--- src/hdl/i2c_master_transfer_sequencer_top_macros.svh ---
// Assertion macros for the I2C transfer sequencer.
// Used by the top level only; the bodies are empty when SYNTHESIS is set.
`ifndef I2C_MASTER_TRANSFER_SEQUENCER_TOP_MACROS_SVH
`define I2C_MASTER_TRANSFER_SEQUENCER_TOP_MACROS_SVH
`ifndef SYNTHESIS
// check on every edge outside reset
`define IMTS_ASSERT(lbl, prop, msg) \
  lbl: assert property (@(posedge clk) disable iff (!rst_n) prop) else $error(msg);
// check on every edge, reset included
`define IMTS_ASSERT_ALWAYS(lbl, prop, msg) \
  lbl: assert property (@(posedge clk) prop) else $error(msg);
`else
`define IMTS_ASSERT(lbl, prop, msg)
`define IMTS_ASSERT_ALWAYS(lbl, prop, msg)
`endif
`endif

--- src/hdl/imts_pkg.sv ---
// Shared types and constants of the I2C transfer sequencer.
// No dependencies; imported by every sequencer module except imts_ram.
`timescale 1ns / 1ps
package imts_pkg;

  localparam int MAX_MESSAGES = 4;
  localparam int MSG_BYTES    = 64;
  localparam int MSG_W        = $clog2(MAX_MESSAGES);
  localparam int POS_W        = $clog2(MSG_BYTES);
  localparam int LEN_W        = 7;
  localparam int CNT_W        = 3;
  localparam int WS_DEPTH     = MAX_MESSAGES * MSG_BYTES;
  localparam int WS_AW        = $clog2(WS_DEPTH);

  localparam int FQ_DEPTH = 2;
  localparam int FQ_PW    = $clog2(FQ_DEPTH);
  localparam int FQ_CW    = $clog2(FQ_DEPTH + 1);
  localparam int OQ_DEPTH = 2;
  localparam int OQ_PW    = $clog2(OQ_DEPTH);
  localparam int OQ_CW    = $clog2(OQ_DEPTH + 1);

  typedef enum logic [1:0] {
    OP_LOAD_DESC = 2'd0,
    OP_LOAD_BYTE = 2'd1,
    OP_START     = 2'd2,
    OP_EVENT     = 2'd3
  } op_t;

  typedef enum logic [2:0] {
    ACT_NONE  = 3'd0,
    ACT_STW   = 3'd1,
    ACT_STR   = 3'd2,
    ACT_SEND  = 3'd3,
    ACT_RACK  = 3'd4,
    ACT_RNACK = 3'd5,
    ACT_STOP  = 3'd6
  } act_t;

  typedef enum logic [4:0] {
    PH_IDLE  = 5'b00001,
    PH_START = 5'b00010,
    PH_READ  = 5'b00100,
    PH_WRITE = 5'b01000,
    PH_STOP  = 5'b10000
  } phase_t;

  typedef enum logic [1:0] {
    BK_LOOK = 2'b01,
    BK_EXEC = 2'b10
  } bk_state_t;

  typedef struct packed {
    op_t              opcode;
    logic [1:0]       msg_slot;
    logic [5:0]       byte_pos;
    logic [6:0]       dev_addr;
    logic             is_read;
    logic [6:0]       msg_length;
    logic [7:0]       data_byte;
    logic [2:0]       msg_total;
    logic             no_ack;
  } in_t;

  typedef struct packed {
    act_t             action;
    logic [7:0]       out_byte;
    logic             rx_valid;
    logic [1:0]       rx_msg;
    logic [5:0]       rx_pos;
    logic [7:0]       rx_byte;
    logic             done_res;
    logic             status;
  } res_t;

  // classified item as handed from front to back
  typedef struct packed {
    op_t              opcode;
    logic [MSG_W-1:0] slot;
    logic [POS_W-1:0] pos;
    logic [6:0]       addr;
    logic             rd;
    logic [LEN_W-1:0] len;
    logic [7:0]       dbyte;
    logic [CNT_W-1:0] total;
    logic             nack;
    logic             ok;
  } cmd_t;

  typedef struct packed {
    logic [6:0]       addr;
    logic             rd;
    logic [LEN_W-1:0] len;
  } desc_t;

endpackage

--- src/hdl/imts_ram.sv ---
// Generic single-write, single-read RAM with registered read data.
// No dependencies.
`timescale 1ns / 1ps
module imts_ram #(
  parameter int WIDTH = 8,
  parameter int DEPTH = 256
) (
  input  logic                     clk,
  input  logic                     we,
  input  logic [$clog2(DEPTH)-1:0] waddr,
  input  logic [WIDTH-1:0]         wdata,
  input  logic [$clog2(DEPTH)-1:0] raddr,
  output logic [WIDTH-1:0]         rdata
);

  logic [WIDTH-1:0] mem [DEPTH];

  always_ff @(posedge clk) begin
    if (we) begin
      mem[waddr] <= wdata;
    end
    rdata <= mem[raddr];
  end

endmodule

--- src/hdl/imts_front.sv ---
// Front end: accepts input items, classifies and saturates them, queues them.
// Depends on imts_pkg.
`timescale 1ns / 1ps
module imts_front (
  input  logic          clk,
  input  logic          rst_n,
  input  logic          in_push,
  output logic          in_full,
  input  imts_pkg::in_t in_item,
  output logic          q_empty,
  input  logic          q_pop,
  output imts_pkg::cmd_t q_head
);
  import imts_pkg::*;

  cmd_t             q_r [FQ_DEPTH];
  logic [FQ_PW-1:0] wp_r, wp_nxt, rp_r, rp_nxt;
  logic [FQ_CW-1:0] cnt_r, cnt_nxt;
  cmd_t             cmd;
  logic             slot_ok, pos_ok, push_ok, pop_ok;

  always_comb begin
    slot_ok = 32'(in_item.msg_slot) < MAX_MESSAGES;
    pos_ok  = 32'(in_item.byte_pos) < MSG_BYTES;
    cmd.opcode = in_item.opcode;
    cmd.slot   = MSG_W'(in_item.msg_slot);
    cmd.pos    = POS_W'(in_item.byte_pos);
    cmd.addr   = in_item.dev_addr;
    cmd.rd     = in_item.is_read;
    cmd.len    = (32'(in_item.msg_length) > MSG_BYTES) ? LEN_W'(MSG_BYTES)
                                                       : in_item.msg_length;
    cmd.dbyte  = in_item.data_byte;
    cmd.total  = (32'(in_item.msg_total) > MAX_MESSAGES) ? CNT_W'(MAX_MESSAGES)
                                                         : in_item.msg_total;
    cmd.nack   = in_item.no_ack;
    unique case (in_item.opcode)
      OP_LOAD_DESC: cmd.ok = slot_ok;
      OP_LOAD_BYTE: cmd.ok = slot_ok && pos_ok;
      OP_START:     cmd.ok = (in_item.msg_total != '0);
      OP_EVENT:     cmd.ok = 1'b1;
      default:      cmd.ok = 1'b0;
    endcase
  end

  assign in_full = (cnt_r == FQ_CW'(FQ_DEPTH));
  assign q_empty = (cnt_r == '0);
  assign q_head  = q_r[rp_r];
  assign push_ok = in_push && !in_full;
  assign pop_ok  = q_pop && !q_empty;

  always_comb begin
    wp_nxt  = wp_r;
    rp_nxt  = rp_r;
    cnt_nxt = cnt_r;
    if (push_ok) begin
      wp_nxt = (32'(wp_r) == FQ_DEPTH - 1) ? '0 : FQ_PW'(wp_r + 1'b1);
    end
    if (pop_ok) begin
      rp_nxt = (32'(rp_r) == FQ_DEPTH - 1) ? '0 : FQ_PW'(rp_r + 1'b1);
    end
    if (push_ok && !pop_ok) begin
      cnt_nxt = FQ_CW'(cnt_r + 1'b1);
    end else if (pop_ok && !push_ok) begin
      cnt_nxt = FQ_CW'(cnt_r - 1'b1);
    end
  end

  always_ff @(posedge clk) begin
    if (!rst_n) begin
      wp_r  <= '0;
      rp_r  <= '0;
      cnt_r <= '0;
    end else begin
      wp_r  <= wp_nxt;
      rp_r  <= rp_nxt;
      cnt_r <= cnt_nxt;
    end
  end

  always_ff @(posedge clk) begin
    if (push_ok) begin
      q_r[wp_r] <= cmd;
    end
  end

endmodule

--- src/hdl/imts_back.sv ---
// Back end: transfer sequencer with descriptor table and write byte store.
// Depends on imts_pkg and imts_ram.
`timescale 1ns / 1ps
module imts_back (
  input  logic           clk,
  input  logic           rst_n,
  input  logic           q_empty,
  output logic           q_pop,
  input  imts_pkg::cmd_t cmd,
  input  logic           res_full,
  output logic           res_push,
  output imts_pkg::res_t res
);
  import imts_pkg::*;

  bk_state_t        bk_r, bk_nxt;
  phase_t           phase_r, phase_nxt;
  logic [MSG_W-1:0] cur_r, cur_nxt;
  logic [LEN_W-1:0] pos_r, pos_nxt;
  logic [CNT_W-1:0] cnt_r, cnt_nxt;
  logic [LEN_W-1:0] clen_r, clen_nxt;
  logic             crd_r, crd_nxt;
  desc_t            desc_r [MAX_MESSAGES];

  logic             exec, ready, last;
  logic             desc_we, ram_we;
  logic [7:0]       ram_rdata;
  logic             do_start, do_eom, do_stop, stop_err, wr_chk, rd_chk;
  logic [MSG_W-1:0] start_idx;
  logic [LEN_W-1:0] rd_pos;
  desc_t            sd;

  imts_ram #(
    .WIDTH(8),
    .DEPTH(WS_DEPTH)
  ) u_store (
    .clk  (clk),
    .we   (ram_we),
    .waddr({cmd.slot, cmd.pos}),
    .wdata(cmd.dbyte),
    .raddr({cur_r, pos_r[POS_W-1:0]}),
    .rdata(ram_rdata)
  );

  assign exec     = (bk_r == BK_EXEC);
  assign q_pop    = exec;
  assign res_push = exec;
  assign ready    = (phase_r == PH_IDLE) || (phase_r == PH_STOP);
  assign last     = (CNT_W'({1'b0, cur_r}) + CNT_W'(1)) >= cnt_r;

  always_comb begin
    unique case (bk_r)
      BK_LOOK: bk_nxt = (!q_empty && !res_full) ? BK_EXEC : BK_LOOK;
      BK_EXEC: bk_nxt = BK_LOOK;
      default: bk_nxt = BK_LOOK;
    endcase
  end

  always_comb begin
    phase_nxt = phase_r;
    cur_nxt   = cur_r;
    pos_nxt   = pos_r;
    cnt_nxt   = cnt_r;
    clen_nxt  = clen_r;
    crd_nxt   = crd_r;
    res       = '0;
    desc_we   = 1'b0;
    ram_we    = 1'b0;
    do_start  = 1'b0;
    do_eom    = 1'b0;
    do_stop   = 1'b0;
    stop_err  = 1'b0;
    wr_chk    = 1'b0;
    rd_chk    = 1'b0;
    rd_pos    = pos_r;
    start_idx = MSG_W'(cur_r + 1'b1);
    sd        = desc_r[start_idx];

    if (exec) begin
      unique case (cmd.opcode)
        OP_LOAD_DESC: desc_we = ready && cmd.ok;
        OP_LOAD_BYTE: ram_we  = ready && cmd.ok;
        OP_START: begin
          if (ready && cmd.ok) begin
            cnt_nxt   = cmd.total;
            cur_nxt   = '0;
            pos_nxt   = '0;
            do_start  = 1'b1;
            start_idx = '0;
          end
        end
        OP_EVENT: begin
          unique case (phase_r)
            PH_START: begin
              if (cmd.nack) begin
                do_stop  = 1'b1;
                stop_err = 1'b1;
              end else if (last && pos_r >= clen_r) begin
                do_stop = 1'b1;
              end else if (crd_r) begin
                phase_nxt = PH_READ;
                rd_chk    = 1'b1;
              end else begin
                phase_nxt = PH_WRITE;
                wr_chk    = 1'b1;
              end
            end
            PH_WRITE: begin
              if (cmd.nack) begin
                do_stop  = 1'b1;
                stop_err = 1'b1;
              end else begin
                wr_chk = 1'b1;
              end
            end
            PH_READ: begin
              // deliver the byte that just came in, then decide the next receive
              if (pos_r < clen_r) begin
                res.rx_valid = 1'b1;
                res.rx_msg   = 2'(cur_r);
                res.rx_pos   = 6'(pos_r);
                res.rx_byte  = cmd.dbyte;
                pos_nxt      = LEN_W'(pos_r + 1'b1);
                rd_pos       = LEN_W'(pos_r + 1'b1);
              end
              rd_chk = 1'b1;
            end
            default: ;
          endcase
        end
        default: ;
      endcase
    end

    if (wr_chk) begin
      if (pos_r < clen_r) begin
        res.action   = ACT_SEND;
        res.out_byte = ram_rdata;
        pos_nxt      = LEN_W'(pos_r + 1'b1);
      end else begin
        do_eom = 1'b1;
      end
    end

    if (rd_chk) begin
      if (rd_pos < clen_r) begin
        res.action = (LEN_W'(rd_pos + 1'b1) == clen_r) ? ACT_RNACK : ACT_RACK;
      end else begin
        do_eom = 1'b1;
      end
    end

    // advance to the next message or finish
    if (do_eom) begin
      if (!last) begin
        cur_nxt  = MSG_W'(cur_r + 1'b1);
        pos_nxt  = '0;
        do_start = 1'b1;
      end else begin
        do_stop = 1'b1;
      end
    end

    if (do_stop) begin
      phase_nxt    = PH_STOP;
      res.action   = ACT_STOP;
      res.done_res = 1'b1;
      res.status   = stop_err;
    end

    if (do_start) begin
      sd           = desc_r[start_idx];
      phase_nxt    = PH_START;
      res.action   = sd.rd ? ACT_STR : ACT_STW;
      res.out_byte = {sd.addr, sd.rd};
      clen_nxt     = sd.len;
      crd_nxt      = sd.rd;
    end
  end

  always_ff @(posedge clk) begin
    if (!rst_n) begin
      bk_r    <= BK_LOOK;
      phase_r <= PH_IDLE;
      cur_r   <= '0;
      pos_r   <= '0;
      cnt_r   <= '0;
      clen_r  <= '0;
      crd_r   <= 1'b0;
    end else begin
      bk_r    <= bk_nxt;
      phase_r <= phase_nxt;
      cur_r   <= cur_nxt;
      pos_r   <= pos_nxt;
      cnt_r   <= cnt_nxt;
      clen_r  <= clen_nxt;
      crd_r   <= crd_nxt;
    end
  end

  always_ff @(posedge clk) begin
    if (desc_we) begin
      desc_r[cmd.slot] <= '{addr: cmd.addr, rd: cmd.rd, len: cmd.len};
    end
  end

endmodule

--- src/hdl/imts_outq.sv ---
// Result queue: holds finished results until the receiver pops them.
// Depends on imts_pkg.
`timescale 1ns / 1ps
module imts_outq (
  input  logic           clk,
  input  logic           rst_n,
  input  logic           res_push,
  output logic           res_full,
  input  imts_pkg::res_t res,
  output logic           out_empty,
  input  logic           out_pop,
  output imts_pkg::res_t out_item
);
  import imts_pkg::*;

  res_t             q_r [OQ_DEPTH];
  logic [OQ_PW-1:0] wp_r, wp_nxt, rp_r, rp_nxt;
  logic [OQ_CW-1:0] cnt_r, cnt_nxt;
  logic             push_ok, pop_ok;

  assign res_full  = (cnt_r == OQ_CW'(OQ_DEPTH));
  assign out_empty = (cnt_r == '0);
  assign out_item  = q_r[rp_r];
  assign push_ok   = res_push && !res_full;
  assign pop_ok    = out_pop && !out_empty;

  always_comb begin
    wp_nxt  = wp_r;
    rp_nxt  = rp_r;
    cnt_nxt = cnt_r;
    if (push_ok) begin
      wp_nxt = (32'(wp_r) == OQ_DEPTH - 1) ? '0 : OQ_PW'(wp_r + 1'b1);
    end
    if (pop_ok) begin
      rp_nxt = (32'(rp_r) == OQ_DEPTH - 1) ? '0 : OQ_PW'(rp_r + 1'b1);
    end
    if (push_ok && !pop_ok) begin
      cnt_nxt = OQ_CW'(cnt_r + 1'b1);
    end else if (pop_ok && !push_ok) begin
      cnt_nxt = OQ_CW'(cnt_r - 1'b1);
    end
  end

  always_ff @(posedge clk) begin
    if (!rst_n) begin
      wp_r  <= '0;
      rp_r  <= '0;
      cnt_r <= '0;
    end else begin
      wp_r  <= wp_nxt;
      rp_r  <= rp_nxt;
      cnt_r <= cnt_nxt;
    end
  end

  always_ff @(posedge clk) begin
    if (push_ok) begin
      q_r[wp_r] <= res;
    end
  end

endmodule

--- src/hdl/i2c_master_transfer_sequencer_top.sv ---
// I2C master transfer sequencer, top level. Depends on imts_pkg, imts_front,
// imts_back, imts_outq, imts_ram and the assertion macro header.
//
// Input channel (in_push / in_full / in_item): descriptor loads, write byte
// loads, start commands and shifter bus events. Every item gives exactly one
// result on the output channel (out_empty / out_pop / out_item), in order.
// The front queues up to two classified items; the back sequencer handles one
// item in its look state (which reads the write byte store, whose read data is
// registered) and then its exec state (which forms the shifter command), and
// takes no new item before it is through with the last. An accepted item
// passes the front queue, the look and exec states and the result queue.
// Results wait in a two-entry result queue; while the receiver does not pop,
// the back stops once that queue is full and the front fills, then in_full
// rises. Nothing is dropped.
// Reset (rst_n low, synchronous) empties both queues and returns the transfer
// to idle; descriptors and write bytes must be loaded again before use.
`timescale 1ns / 1ps
`include "i2c_master_transfer_sequencer_top_macros.svh"
module i2c_master_transfer_sequencer_top (
  input  logic           clk,
  input  logic           rst_n,
  input  logic           in_push,
  output logic           in_full,
  input  imts_pkg::in_t  in_item,
  output logic           out_empty,
  input  logic           out_pop,
  output imts_pkg::res_t out_item
);
  import imts_pkg::*;

  logic front_empty, front_pop, outq_full, outq_push;
  cmd_t front_head;
  res_t back_res;

  imts_front u_front (
    .clk    (clk),
    .rst_n  (rst_n),
    .in_push(in_push),
    .in_full(in_full),
    .in_item(in_item),
    .q_empty(front_empty),
    .q_pop  (front_pop),
    .q_head (front_head)
  );

  imts_back u_back (
    .clk     (clk),
    .rst_n   (rst_n),
    .q_empty (front_empty),
    .q_pop   (front_pop),
    .cmd     (front_head),
    .res_full(outq_full),
    .res_push(outq_push),
    .res     (back_res)
  );

  imts_outq u_outq (
    .clk      (clk),
    .rst_n    (rst_n),
    .res_push (outq_push),
    .res_full (outq_full),
    .res      (back_res),
    .out_empty(out_empty),
    .out_pop  (out_pop),
    .out_item (out_item)
  );

  `IMTS_ASSERT(a_push_room, outq_push |-> !outq_full, "result pushed into full queue")
  `IMTS_ASSERT(a_pop_data, front_pop |-> !front_empty, "back took item from empty queue")
  `IMTS_ASSERT_ALWAYS(a_rst_clear, !rst_n |=> (out_empty && !in_full), "queues not clear after reset")

endmodule

--- config.mk ---
export PLATFORM = sky130hd
export DESIGN_NAME = i2c_master_transfer_sequencer_top
export DESIGN_NICKNAME = d
export VERILOG_FILES = /design/src/hdl/imts_pkg.sv /design/src/hdl/imts_ram.sv /design/src/hdl/imts_front.sv /design/src/hdl/imts_back.sv /design/src/hdl/imts_outq.sv /design/src/hdl/i2c_master_transfer_sequencer_top.sv
export VERILOG_INCLUDE_DIRS = /design/src /design/src/hdl
export SDC_FILE = /design/constraint.sdc
export NUM_CORES = 2
export LEC_CHECK = 0
export BUFFER_PORTS_ARGS = -buffer_cell sky130_fd_sc_hd__buf_4
export CAP_MARGIN = 15
export CORE_ASPECT_RATIO = 0.8
export CORE_MARGIN = 2
export CORE_UTILIZATION = 63
export DETAILED_ROUTE_END_ITERATION = 10
export PLACE_DENSITY_LB_ADDON = 0.25
export SETUP_SLACK_MARGIN = 0.02
export SLEW_MARGIN = 20
export SYNTH_ARGS = -nofsm -noshare
export SYNTH_HDL_FRONTEND = slang
export SYNTH_SLANG_ARGS = --single-unit
--- constraint.sdc ---
create_clock -name clk -period 5.52 [get_ports clk]
set_input_delay 0.276 -clock clk [delete_from_list [all_inputs] [get_ports clk]]
set_output_delay 0.276 -clock clk [all_outputs]
set_load 0.01 [all_outputs]
==> flow_summary.toml <==
[global_route]
met3_usage = 0.0671
grtUsageMet2 = 0.438
grt_max_degree = 151
gr-usage-all-layers = 0.294
grt_pass1_vias = 46200
antenna_found_initial = 8
grt.busiest_layer = "met2"
grt_pass1_wl_um = 312000
grt_overflow = 0
use_met1 = 0.436

[floorplan]
core_area_um2 = 143000
rows = 124
ioPinCount = 73
die_x_um = 428
die_area_um2 = 147000
die_h_um = 343
initial_core_util = 0.634

[critical_path]
crit_buf_inv = 3
crit_family = "compound AO/OA/AOI/OAI gates"
cp.required_ps = 6100
path_cells = "inv_1 -> ha_1 -> nand2_1 -> o21ai_2 -> nor2_1 -> ha_1 -> nor3_1 -> o32ai_2 -> inv_1 -> ha_1 -> nor2b_1 -> o211ai_1 -> a21oi_1 -> a211oi_1 -> a21oi_1 -> o21ai_1 -> buf_4 -> nand2_1 -> o31a_1"
cp-start-kind = "register"
crit_arrival_ps = 5250
reg2reg_depth = 19
crit_type = "reg2reg"
r2r_start = "u_back.clen_r[5]"
r2r_end = "u_outq.q_r[1][28]"
cpMostUsedCell = "ha_1"
cpMaxStageDelayCell = "o21ai_2"
setup.worst_path.end_class = "register"
slowest_delay_ps = 480
r2r_setup_slack_ps = 840
path_max_fanout = 15

[timing]
holdWs_ps = 164
rsz0062_at_grt = "false"
hold_viol = 0
final.setup_skew_ps = 30.5
worst_pin_slew_ps = 1270
fmax_mhz = 214
period_share = 0.847
finalSetupTns_ps = 0
maxSlewViolCount = 0
min_period_ps = 4680
fin_ws_ps = 842
relSlewSlack = 0.153
finalSetupViolCount = 0

[cts]
hold_buffers = 40
clk_path_buf_depth = 3
clk_pin_slew_worst_paths_ps = 70
clock_latency_ps = 850
cts_tree = "done"
numCtsBuffers = 202
cts_resized = 0
h-tree-depth = 4
post_cts.repair.setup_buffers = 0
clockRootBuffer = "clkbuf_16"
numClockSinks = 2289

[placed_design]
placedInstanceArea_um2 = 93200
dpl_worst_slack_ps = 906
place_congestion = 0.878
io_buffers = 72
place_hpwl_um = 123000

[finish]
fin_util = 0.700
drive_gt1_frac = 0.182
final_cell_mix = "2244 x edfxtp_1, 374 x mux2i_1, 311 x mux4_2"
final_area_um2 = 99900
area_growth_pct = 10.4
final_common_cell = "edfxtp_1"
num-nets-final = 5090

[synthesis]
synthArstFlopShare = 0
ys.flop_type = "edfxtp_1"
synth.yosys.warnings = 0
ys_types = 73
syn-num-nets = 4973
synth_area_per_cell_um2 = 18.4
synth_enable_flop_cells = 2244
ys_ff_latch = 2289
synth_area_um2 = 90500
ys_seq_area_frac = 0.755
synthCells = 4909

[drt]
vias = 48000
via_per_inst = 6.78
drt_first_pass_iters = 5
drtIter0Drc = 6697
ant_nets = 0
drc = 0
wl_per_cell_um = 30.3
wirelength_um = 215000

[status]
outcome = "finished, final reports clean"

[flow_run]
drv_cap = 0

[hold_path]
hp-class = "in2reg"
min_delay_worst_endpoint = "u_front.q_r[0][21]"
hold_path.startpoint = "in_item[20]"
whs_path_depth = 2

[power_and_ir_drop]
ir_drop_mv = 0.301
p_leak_uw = 0.0295
power_density_nw_per_um2 = 343
worst max-delay path by stage:
stage / slack, ps / start / cells after the start / endpoint
final: 840 / u_back.clen_r[5] / 19 / u_outq.q_r[1][28]
after global placement: 900 / u_back.clen_r[5] / 19 / u_outq.q_r[0][28]
after floorplan: 990 / u_back.pos_r[0] / 23 / u_outq.q_r[0][21]
after CTS: 890 / u_back.clen_r[5] / 19 / u_outq.q_r[1][28]
after global routing: 480 / u_back.clen_r[5] / 19 / u_outq.q_r[0][28]
after detailed placement: 910 / u_back.clen_r[5] / 19 / u_outq.q_r[0][28]
where the power goes:
group	switching, uW	total [uW]	internal, uW
registers	47.7	19600	19500
logic	922	1160	238
clock network	6130	13500	7380
cells by family after synthesis:
family | count (synthesis) | share of synthesized area
flip-flops | 2289 | 0.755
multiplexers | 871 | 0.142
AO/OA/AOI/OAI | 748 | 0.0518
AND/OR/NAND/NOR | 636 | 0.0303
buffers and inverters | 319 | 0.0153
XOR/XNOR | 23 | 0.00277
adder cells (fa/ha/maj) | 23 | 0.00318
synth_stat cells, drive strengths merged (2+ instances only):
cell type,instances,share of area
nand2b,12,0.00083
a21oi,272,0.015
nand4,4,0.00028
xnor2,8,0.00086
mux4,311,0.077
nand3,31,0.0017
nand3b,2,0.00017
o21ai,135,0.0075
buf,127,0.0073
nand2,211,0.0088
edfxtp,2244,0.74
and3,8,0.00061
o221ai,130,0.013
a22o,7,0.00068
nor2b,21,0.0015
mux2,186,0.023
mux2i,374,0.041
dfxtp,45,0.010
nor4b,2,0.00026
a31oi,15,0.0010
o41a,3,0.00037
a211oi,20,0.0017
or3,8,0.00055
o21a,4,0.00033
clkbuf,159,0.0066
inv,32,0.0013
o32ai,11,0.0011
and2,17,0.0012
nor4,11,0.0011
ha,23,0.0032
xnor3,3,0.00075
nor2,291,0.012
xor2,12,0.0012
o211ai,9,0.0010
a21o,5,0.00041
o22ai,125,0.0086
nor3,13,0.00090
state kept, by name (all words and copies together), names as in the netlist, named ones only:
| signal | cells |
|---|---|
| u_back.u_store.rdata | 8 |
| u_back.crd_r | 1 |
| u_front.cnt_r | 2 |
| u_back.cur_r | 2 |
| u_outq.rp_r | 1 |
| u_back.u_store.mem | 2048 |
| u_back.desc_r | 60 |
| u_back.phase_r | 5 |
| u_front.q_r | 76 |
| u_back.cnt_r | 3 |
| u_outq.cnt_r | 2 |
| u_back.clen_r | 7 |
| u_back.pos_r | 7 |
| u_back.bk_r | 2 |
| u_outq.q_r | 60 |
| u_front.rp_r | 1 |
| u_outq.wp_r | 1 |
| u_front.wp_r | 1 |
per-stage QoR:
step	cells	power, uW
2_1_floorplan	4909	20500
3_3_place_gp	6672	21000
3_5_place_dp	6672	21100
4_1_cts	7077	34300
5_1_grt	7077	35100
6_report	7083	34300
layout make-up:
class	count	area, um^2
diodes	6	15.0
repair buffers	199	1790
multi-input cells	2301	21000
clock buffers	264	5340
well taps	1890	2360
clock inverters	101	895
fillers	8608	42900
inverters	33	124
flip-flops and latches	2289	68300
layer usage:
metal | vias up | share of wire
met5 | - | 0.00025
met4 | 8 | 0.033
met3 | 389 | 0.11
met2 | 2833 | 0.46
met1 | 24700 | 0.39
li1 | 20100 | -
No activity file was read; power rests on OpenSTA's default activity.
